### src/sv/four_class_job_fifo_core_defines.svh
// Assertion macros for the four-class job FIFO core.
// Included by the top level only; the bodies drop out when SYNTH is defined.
`ifndef FOUR_CLASS_JOB_FIFO_CORE_DEFINES_SVH
`define FOUR_CLASS_JOB_FIFO_CORE_DEFINES_SVH
`ifndef SYNTH
`define FCJF_ASSERT_SAME(name, clk, rst_n, ante, cons, msg) \
    name: assert property (@(posedge clk) disable iff (!rst_n) (ante) |-> (cons)) \
        else $error(msg);
`define FCJF_ASSERT_NEXT(name, clk, rst_n, ante, cons, msg) \
    name: assert property (@(posedge clk) disable iff (!rst_n) (ante) |=> (cons)) \
        else $error(msg);
`else
`define FCJF_ASSERT_SAME(name, clk, rst_n, ante, cons, msg)
`define FCJF_ASSERT_NEXT(name, clk, rst_n, ante, cons, msg)
`endif
`endif

### src/sv/fcjf_pkg.sv
// Shared types and constants of the four-class job FIFO core.
// No dependencies.
package fcjf_pkg;

    localparam int NUM_QUEUES      = 4;
    localparam int QID_W           = 2;
    localparam int JOBNUM_W        = 16;
    localparam int JOB_IN_W        = 32;
    localparam int JOB_OUT_W       = 32;
    localparam int DEF_QUEUE_DEPTH = 256;
    localparam int DEF_JOB_ID_BITS = 32;

    localparam logic OP_ENQ = 1'b0;
    localparam logic OP_POP = 1'b1;

    localparam logic [QID_W-1:0] Q_A = 2'd0;
    localparam logic [QID_W-1:0] Q_B = 2'd1;
    localparam logic [QID_W-1:0] Q_C = 2'd2;
    localparam logic [QID_W-1:0] Q_D = 2'd3;

    typedef enum logic [1:0] {
        ST_ENQ   = 2'd0,
        ST_DROP  = 2'd1,
        ST_POP   = 2'd2,
        ST_EMPTY = 2'd3
    } t_status;

    typedef struct packed {
        logic                wr_en;
        logic                rd_en;
        t_status             status;
        logic [QID_W-1:0]    qid;
        logic [JOBNUM_W-1:0] job_number;
    } t_cmd;

endpackage

### src/sv/fcjf_ctrl.sv
// Per-queue head, tail, occupancy and pop number; priority pick and memory address.
// Depends on fcjf_pkg.
module fcjf_ctrl
    import fcjf_pkg::*;
#(
    parameter int QUEUE_DEPTH = DEF_QUEUE_DEPTH,
    parameter int ADDR_W      = $clog2(NUM_QUEUES * QUEUE_DEPTH)
) (
    input  logic              i_clk,
    input  logic              i_rst_n,
    input  logic              i_fire,
    input  logic              i_op,
    input  logic [QID_W-1:0]  i_queue_sel,
    output t_cmd              o_cmd,
    output logic [ADDR_W-1:0] o_addr
);

    localparam int PTR_W = (QUEUE_DEPTH > 1) ? $clog2(QUEUE_DEPTH) : 1;
    localparam int OCC_W = $clog2(QUEUE_DEPTH + 1);

    logic [PTR_W-1:0]    r_head [NUM_QUEUES];
    logic [PTR_W-1:0]    r_tail [NUM_QUEUES];
    logic [OCC_W-1:0]    r_occ  [NUM_QUEUES];
    logic [JOBNUM_W-1:0] r_pops [NUM_QUEUES];

    logic [NUM_QUEUES-1:0] w_nonempty;
    logic                  w_any;
    logic [QID_W-1:0]      w_pop_q;
    logic [QID_W-1:0]      w_q;
    logic                  w_full;
    logic [PTR_W-1:0]      w_ptr;
    logic [PTR_W-1:0]      w_ptr_next;
    logic [ADDR_W-1:0]     w_base;
    t_cmd                  w_cmd;

    always_comb begin
        for (int k = 0; k < NUM_QUEUES; k++) begin
            w_nonempty[k] = (r_occ[k] != '0);
        end
    end

    assign w_any = |w_nonempty;

    always_comb begin
        if (w_nonempty[Q_A]) begin
            w_pop_q = Q_A;
        end else if (w_nonempty[Q_B]) begin
            w_pop_q = Q_B;
        end else if (w_nonempty[Q_C]) begin
            w_pop_q = Q_C;
        end else begin
            w_pop_q = Q_D;
        end
    end

    assign w_q        = (i_op == OP_POP) ? w_pop_q : i_queue_sel;
    assign w_full     = (r_occ[w_q] == OCC_W'(QUEUE_DEPTH));
    assign w_ptr      = (i_op == OP_POP) ? r_head[w_q] : r_tail[w_q];
    assign w_ptr_next = (w_ptr == PTR_W'(QUEUE_DEPTH - 1)) ? '0 : PTR_W'(w_ptr + PTR_W'(1));
    assign w_base     = ADDR_W'(ADDR_W'(w_q) * ADDR_W'(QUEUE_DEPTH));
    assign o_addr     = ADDR_W'(w_base + ADDR_W'(w_ptr));

    always_comb begin
        w_cmd = '0;
        if (i_op == OP_POP) begin
            if (w_any) begin
                w_cmd.rd_en      = 1'b1;
                w_cmd.status     = ST_POP;
                w_cmd.qid        = w_q;
                w_cmd.job_number = JOBNUM_W'(r_pops[w_q] + JOBNUM_W'(1));
            end else begin
                w_cmd.status     = ST_EMPTY;
                w_cmd.qid        = Q_A;
            end
        end else begin
            w_cmd.wr_en  = !w_full;
            w_cmd.status = w_full ? ST_DROP : ST_ENQ;
            w_cmd.qid    = w_q;
        end
    end

    assign o_cmd = w_cmd;

    always_ff @(posedge i_clk) begin
        if (!i_rst_n) begin
            for (int k = 0; k < NUM_QUEUES; k++) begin
                r_head[k] <= '0;
                r_tail[k] <= '0;
                r_occ[k]  <= '0;
                r_pops[k] <= '0;
            end
        end else if (i_fire) begin
            if (w_cmd.wr_en) begin
                r_tail[w_q] <= w_ptr_next;
                r_occ[w_q]  <= OCC_W'(r_occ[w_q] + OCC_W'(1));
            end
            if (w_cmd.rd_en) begin
                r_head[w_q] <= w_ptr_next;
                r_occ[w_q]  <= OCC_W'(r_occ[w_q] - OCC_W'(1));
                r_pops[w_q] <= w_cmd.job_number;
            end
        end
    end

endmodule

### config.mk
export PLATFORM = sky130hd
export DESIGN_NAME = fcjf_ctrl
export DESIGN_NICKNAME = d
export VERILOG_FILES = /design/src/sv/four_class_job_fifo_core_defines.svh /design/src/sv/fcjf_pkg.sv /design/src/sv/fcjf_ctrl.sv
export SDC_FILE = /design/constraint.sdc
export NUM_CORES = 1
export LEC_CHECK = 0
export ABC_AREA = 0
export BUFFER_PORTS_ARGS = -buffer_cell sky130_fd_sc_hd__buf_2
export CORE_MARGIN = 2
export CORE_UTILIZATION = 67
export DETAILED_ROUTE_END_ITERATION = 10
export PLACE_DENSITY = 0.95
export SYNTH_ARGS = -nofsm -noshare
export SYNTH_HDL_FRONTEND = slang
export SYNTH_SLANG_ARGS = --single-unit
### constraint.sdc
create_clock -name i_clk -period 15.27 [get_ports i_clk]
set_input_delay 0.7635 -clock i_clk [delete_from_list [all_inputs] [get_ports i_clk]]
set_output_delay 0.7635 -clock i_clk [all_outputs]
set_load 0.01 [all_outputs]
# Word-level counts from Yosys, hierarchy flattened
# Memory sizes are Yosys's and may differ from the RTL's.
# Index checks and enable logic that the tools add are counted.
[op_classes] n_mux=36 addsub=5 n_eq_ne=2 n_bitwise=1 n_reduce_logical=10
[ops] operator="$mux 16" n=3
[ops] operator="$reduce_bool 9->1" n=4
[ops] operator="$mux 8" n=4
[ops] operator="$mux 1" n=18
[ops] operator="$mux 9" n=2
[ops] operator="$add 16x1->16 const B" n=1
[ops] operator="$reduce_or 16->1" n=1
[ops] operator="$reduce_or 8->1" n=2
[ops] operator="$mux 2" n=7
[ops] operator="$add 10x8->10" n=1
[ops] operator="$add 9x1->9 const B" n=1
[ops] operator="$eq 9x9->1 const B" n=1
[ops] operator="$reduce_or 9->1" n=1
[ops] operator="$sub 9x1->9 const B" n=1
[ops] operator="$add 8x1->8 const B" n=1
[ops] operator="$eq 8x8->1 const B" n=1
[ops] operator="$mux 4" n=1
[ops] operator="$reduce_or 4->1" n=1
[ops] operator="$mux 3" n=1
[ops] operator="$logic_not 1->1" n=1
[ops] operator="$or 1x1->1" n=1
[totals] regBits=0 ramBits=164 inputBits=6 n_memories=4
[memory_table] memory="r_pops" depth=4 width=16 read_ports=1 rd_ports_with_merged_regs=0 write_ports=4 line="fcjf_ctrl.sv:24" text="logic [JOBNUM_W-1:0] r_pops [NUM_QUEUES];"
[memory_table] memory="r_occ" depth=4 width=9 read_ports=5 rd_ports_with_merged_regs=0 write_ports=4 line="fcjf_ctrl.sv:23" text="logic [OCC_W-1:0] r_occ [NUM_QUEUES];"
[memory_table] memory="r_head" depth=4 width=8 read_ports=1 rd_ports_with_merged_regs=0 write_ports=4 line="fcjf_ctrl.sv:21" text="logic [PTR_W-1:0] r_head [NUM_QUEUES];"
[memory_table] memory="r_tail" depth=4 width=8 read_ports=1 rd_ports_with_merged_regs=0 write_ports=4 line="fcjf_ctrl.sv:22" text="logic [PTR_W-1:0] r_tail [NUM_QUEUES];"

# Longest topological paths before layout
# An unclocked memory read counts as a cell.
[depth] word_depth=17 depth_mapped=21 depth_no_buf=17

# Least setup slack after synthesis
# OpenSTA, ideal clock, no wires.
[synth_timing] path_type="in2reg" start="in i_queue_sel[1]" end="mem r_head[3][0] (netlist bit) (enable)" arrival_ns=4.739 stages=12 t_required_ns=14.832 path_slack_ns=10.093 n_path_buf=7 path_cell_list="clkbuf_1 nor2b_1 clkbuf_1 a21oi_2 clkinv_2 buf_4 buf_2 buf_2 buf_2 buf_2 nand3_1 o21ai_0"
[synth_rtl] element="start: declaration" line="fcjf_ctrl.sv:13" text="input logic [QID_W-1:0] i_queue_sel,"
[synth_rtl] element="end: declaration" line="fcjf_ctrl.sv:21"

==> results by group <==
Layout
  • Layout Cells excl Fill: 1064
  • Fill count: 849
  • Commonest non-fill, non-tap cells in the layout: nor2_1 (168), edfxtp_1 (164), nand2_1 (96), buf_2 (37)
  • P&R area growth vs syn: 9.25%
  • Ant. Diodes: 0
  • Post-layout net count: 891
  • Share of cells above drive strength 1: 13.1%
  • Commonest non-fill, non-tap cell in the layout: nor2_1

CTS
  • Post-CTS Setup Inserts: 0
  • CTS sink cnt: 164
  • Hold Buf Count CTS: 0
  • Clk buf depth: 2
  • Reg clk slew, reported paths: 0.06 ns
  • Post-CTS sizing: 0
  • CTS tree: done
  • H-Tree Depth: 4
  • Worst-Skew Late Latency: 0.44 ns
  • Root buffer cell: clkbuf_16
  • Cts bufs inserted: 17

Synth
  • Avg Inst Size Synth: 10.5 sq um
  • Syn Nets: 869
  • Post-Syn Area: 8930 sq um
  • EDFF count, synth: 164
  • Post-synthesis cell count: 853
  • Synth area leaders: edfxtp_1 (55%), nor2_1 (7.1%), nand2_1 (4.0%)
  • YS warnings: 0
  • Cell taking the most area after synthesis: edfxtp_1
  • Yosys top cell area share: 55.2%
  • Top_reg_cell synth: edfxtp_1
  • Post-synthesis async set-or-reset flop share: 0%
  • Netlist cell types: 72
  • Flops & latches, synth: 164
  • Sequential share of the synthesized area: 55.2%

Setup path
  • Worst Path Max Fanout: 25
  • RR Endpoint: r_pops[1][6]
  • Critical-path top delay cell: nand2_1
  • Largest stage delay, worst path: 0.98 ns
  • Crit-path cells: nor4_2, nand3_1, nor2_1, nand2_1, nand2_1, inv_2, nand3_1, inv_2, nand2_1, nand2_1
  • Cell depth of the worst flop-to-flop path: 10
  • Crit path arrival time: 7.10 ns
  • Critical R2R Launch: r_occ[1][4]
  • Crit path required time: 15.18 ns
  • CP startpoint kind: flip-flop
  • Setup crit end kind: flip-flop
  • FF-to-FF setup slack: 8.08 ns
  • CP Class: reg -> reg
  • Worst path most repeated cell: nand2_1

Timing
  • Setup TNS Final: 0 ns
  • Final Cycle Share: 47.1%
  • Slew at the pin closest to its max-slew limit: 1.17 ns
  • Max Fclk: 139 MHz
  • Hold Fails Final Rpt: 0
  • Count of final setup violators: 0
  • Clock Skews: 0.0119 ns
  • RSZ-0062 raised after global routing: no
  • Post-route minimum period: 7.19 ns
  • Worst slew margin: 22.1%
  • Fin. max-slew vios: 0

Placement
  • DPL Wire Length: 15100 microns
  • IO Port Bufs: 37
  • RePlAce Congestion: 0.958
  • Placed insts: 1032

Power
  • Psw: 305 uW
  • Power density of the placed cells: 111 nW/um^2
  • Switching Share: 28.2%
  • Total power draw: 1.08 mW
  • Static leakage: 3.67 nW
  • Combinational share of power: 14.4%
  • Reg power frac: 49.4%
  • Peak supply drop: 79.7 uV
  • Clock power share: 36.2%
  • Int Pwr: 779 uW

Global route
  • Vias in the first global route: 7083
  • Initial antenna violation count: 0
  • First-pass GRT wire length: 37900 microns
  • Overall Global Routing Usage: 35.3%
  • Largest net degree at the start of global routing: 55
  • Remaining Overflow, GRT: 0

Detailed routing
  • Vias/cell: 7.01
  • TritonRoute pass-1 iters: 7
  • Antenna Nets Post-Route: 0
  • WL per Instance: 22.9 microns
  • WL final: 24400 microns
  • DRC: 0
  • Initial drt markers: 1318
  • Total number of vias: 7463

Job
  • Maxcap violations: 0

Hold path
  • Hold EP: r_pops[1][7]
  • Worst hold path cell count: 3
  • Hold path start: r_pops[1][7]
  • Min-Delay Path Class: reg -> reg

Die
  • Horiz. Die Dim: 119 microns
  • Die Ht: 119 microns
  • Die area: 14300 sq um
  • Area of the core: 13100 sq um
  • Effective utilization at floorplan: 67.9%
  • IO Count: 38
  • Num rows: 42

Run status
  • Status: complete, no violations
-- critical path, delay by kind of cell (launching register included) --
| kind | cells | cell delay, ns |
|---|---|---|
| AND/OR/NAND/NOR | 8 | 5.60 |
| flip-flops | 1 | 0.40 |
| buffers and inverters | 2 | 0.61 |
-- logic make-up (layout without fill, tap and decap cells) --
family	after synthesis	after routing	share of synthesized area, %
and+or+nand+nor	395	395	19.8
adders and majority gates	10	10	1.49
AOI/OAI and AO/OA	141	141	11.7
xor gates and xnor gates	23	23	2.26
DFF	164	164	55.2
muxes	47	47	6.04
buffers and inverters	73	108	3.53
-- layer usage --
metal | track usage, % | wire length [microns] | up-vias
met3 | 7.61 | 3180 | 162
li1 | - | - | 3173
met2 | 55.7 | 11300 | 691
met4 | 19.7 | 1550 | 0
met1 | 45.9 | 8360 | 3437
met5 | 0 | 0 | -
-- cells in the mapped netlist (6+ instances only) --
cell / n
nand2b_1: 7
nor2_1: 168
buf_2: 16
xor2_1: 8
nor4_1: 9
nand4_1: 7
xnor2_1: 15
a31oi_1: 13
a21oi_1: 31
nand2_1: 96
mux2i_1: 34
a211oi_1: 6
inv_1: 24
o211ai_1: 19
edfxtp_1: 164
nor3_1: 27
ha_1: 9
and3_1: 17
nor2b_1: 7
nand3_1: 34
clkbuf_1: 22
o21ai_0: 16
mux2_2: 7
-- registers in the layout, summed over array words and instances (netlist names) --
name	flops
r_head	32
r_occ	36
r_pops	64
r_tail	32
-- power by group through the flow --
| stage | logic (mW) | registers [mW] | clock network [mW] |
|---|---|---|---|
| 2_1_floorplan | 0.106 | 0.539 | 0 |
| 3_3_place_gp | 0.144 | 0.542 | 0 |
| 3_5_place_dp | 0.147 | 0.544 | 0 |
| 4_1_cts | 0.151 | 0.535 | 0.388 |
| 5_1_grt | 0.166 | 0.537 | 0.404 |
| 6_report | 0.156 | 0.536 | 0.392 |
-- layout make-up --
cell class                 instances  area (sq um)  area share, %
clock buffer                      19           433           4.44
inverter                          28           111           1.14
sequential                       164          4920           50.5
tap                              176           220           2.26
timing repair buffer              48           268           2.75
clock inverter                    13          97.6           1.00
multi-input combinational        616          3700           37.9
-- worst max path at each step --
stage	slack (ns)	depth (start not counted)	endpoint	from
final	8.08	10	r_pops[1][6]	r_occ[1][4]
after global routing	7.76	17	r_occ[1][8]	r_occ[1][4]
after CTS	8.46	10	r_pops[1][14]	r_occ[1][4]
after detailed placement	8.69	10	r_pops[1][14]	r_occ[1][4]
after global placement	8.97	10	r_pops[1][14]	r_occ[1][4]
after floorplan	10.09	12	r_head[3][0]	i_queue_sel[1]
-- metrics by stage --
stage          hold slack (ns)  setup slack (ns)  utilization [%]  cell area [sq um]
3_5_place_dp             0.792              8.69             70.2               9220
2_1_floorplan            0.705             10.09                -               8930
5_1_grt                  0.874              7.76             74.2               9750
4_1_cts                  0.841              8.46             74.2               9750
3_3_place_gp             0.749              8.97             70.2               9220
6_report                 0.849              8.08             74.2               9750
No activity file was read; power rests on OpenSTA's default activity.
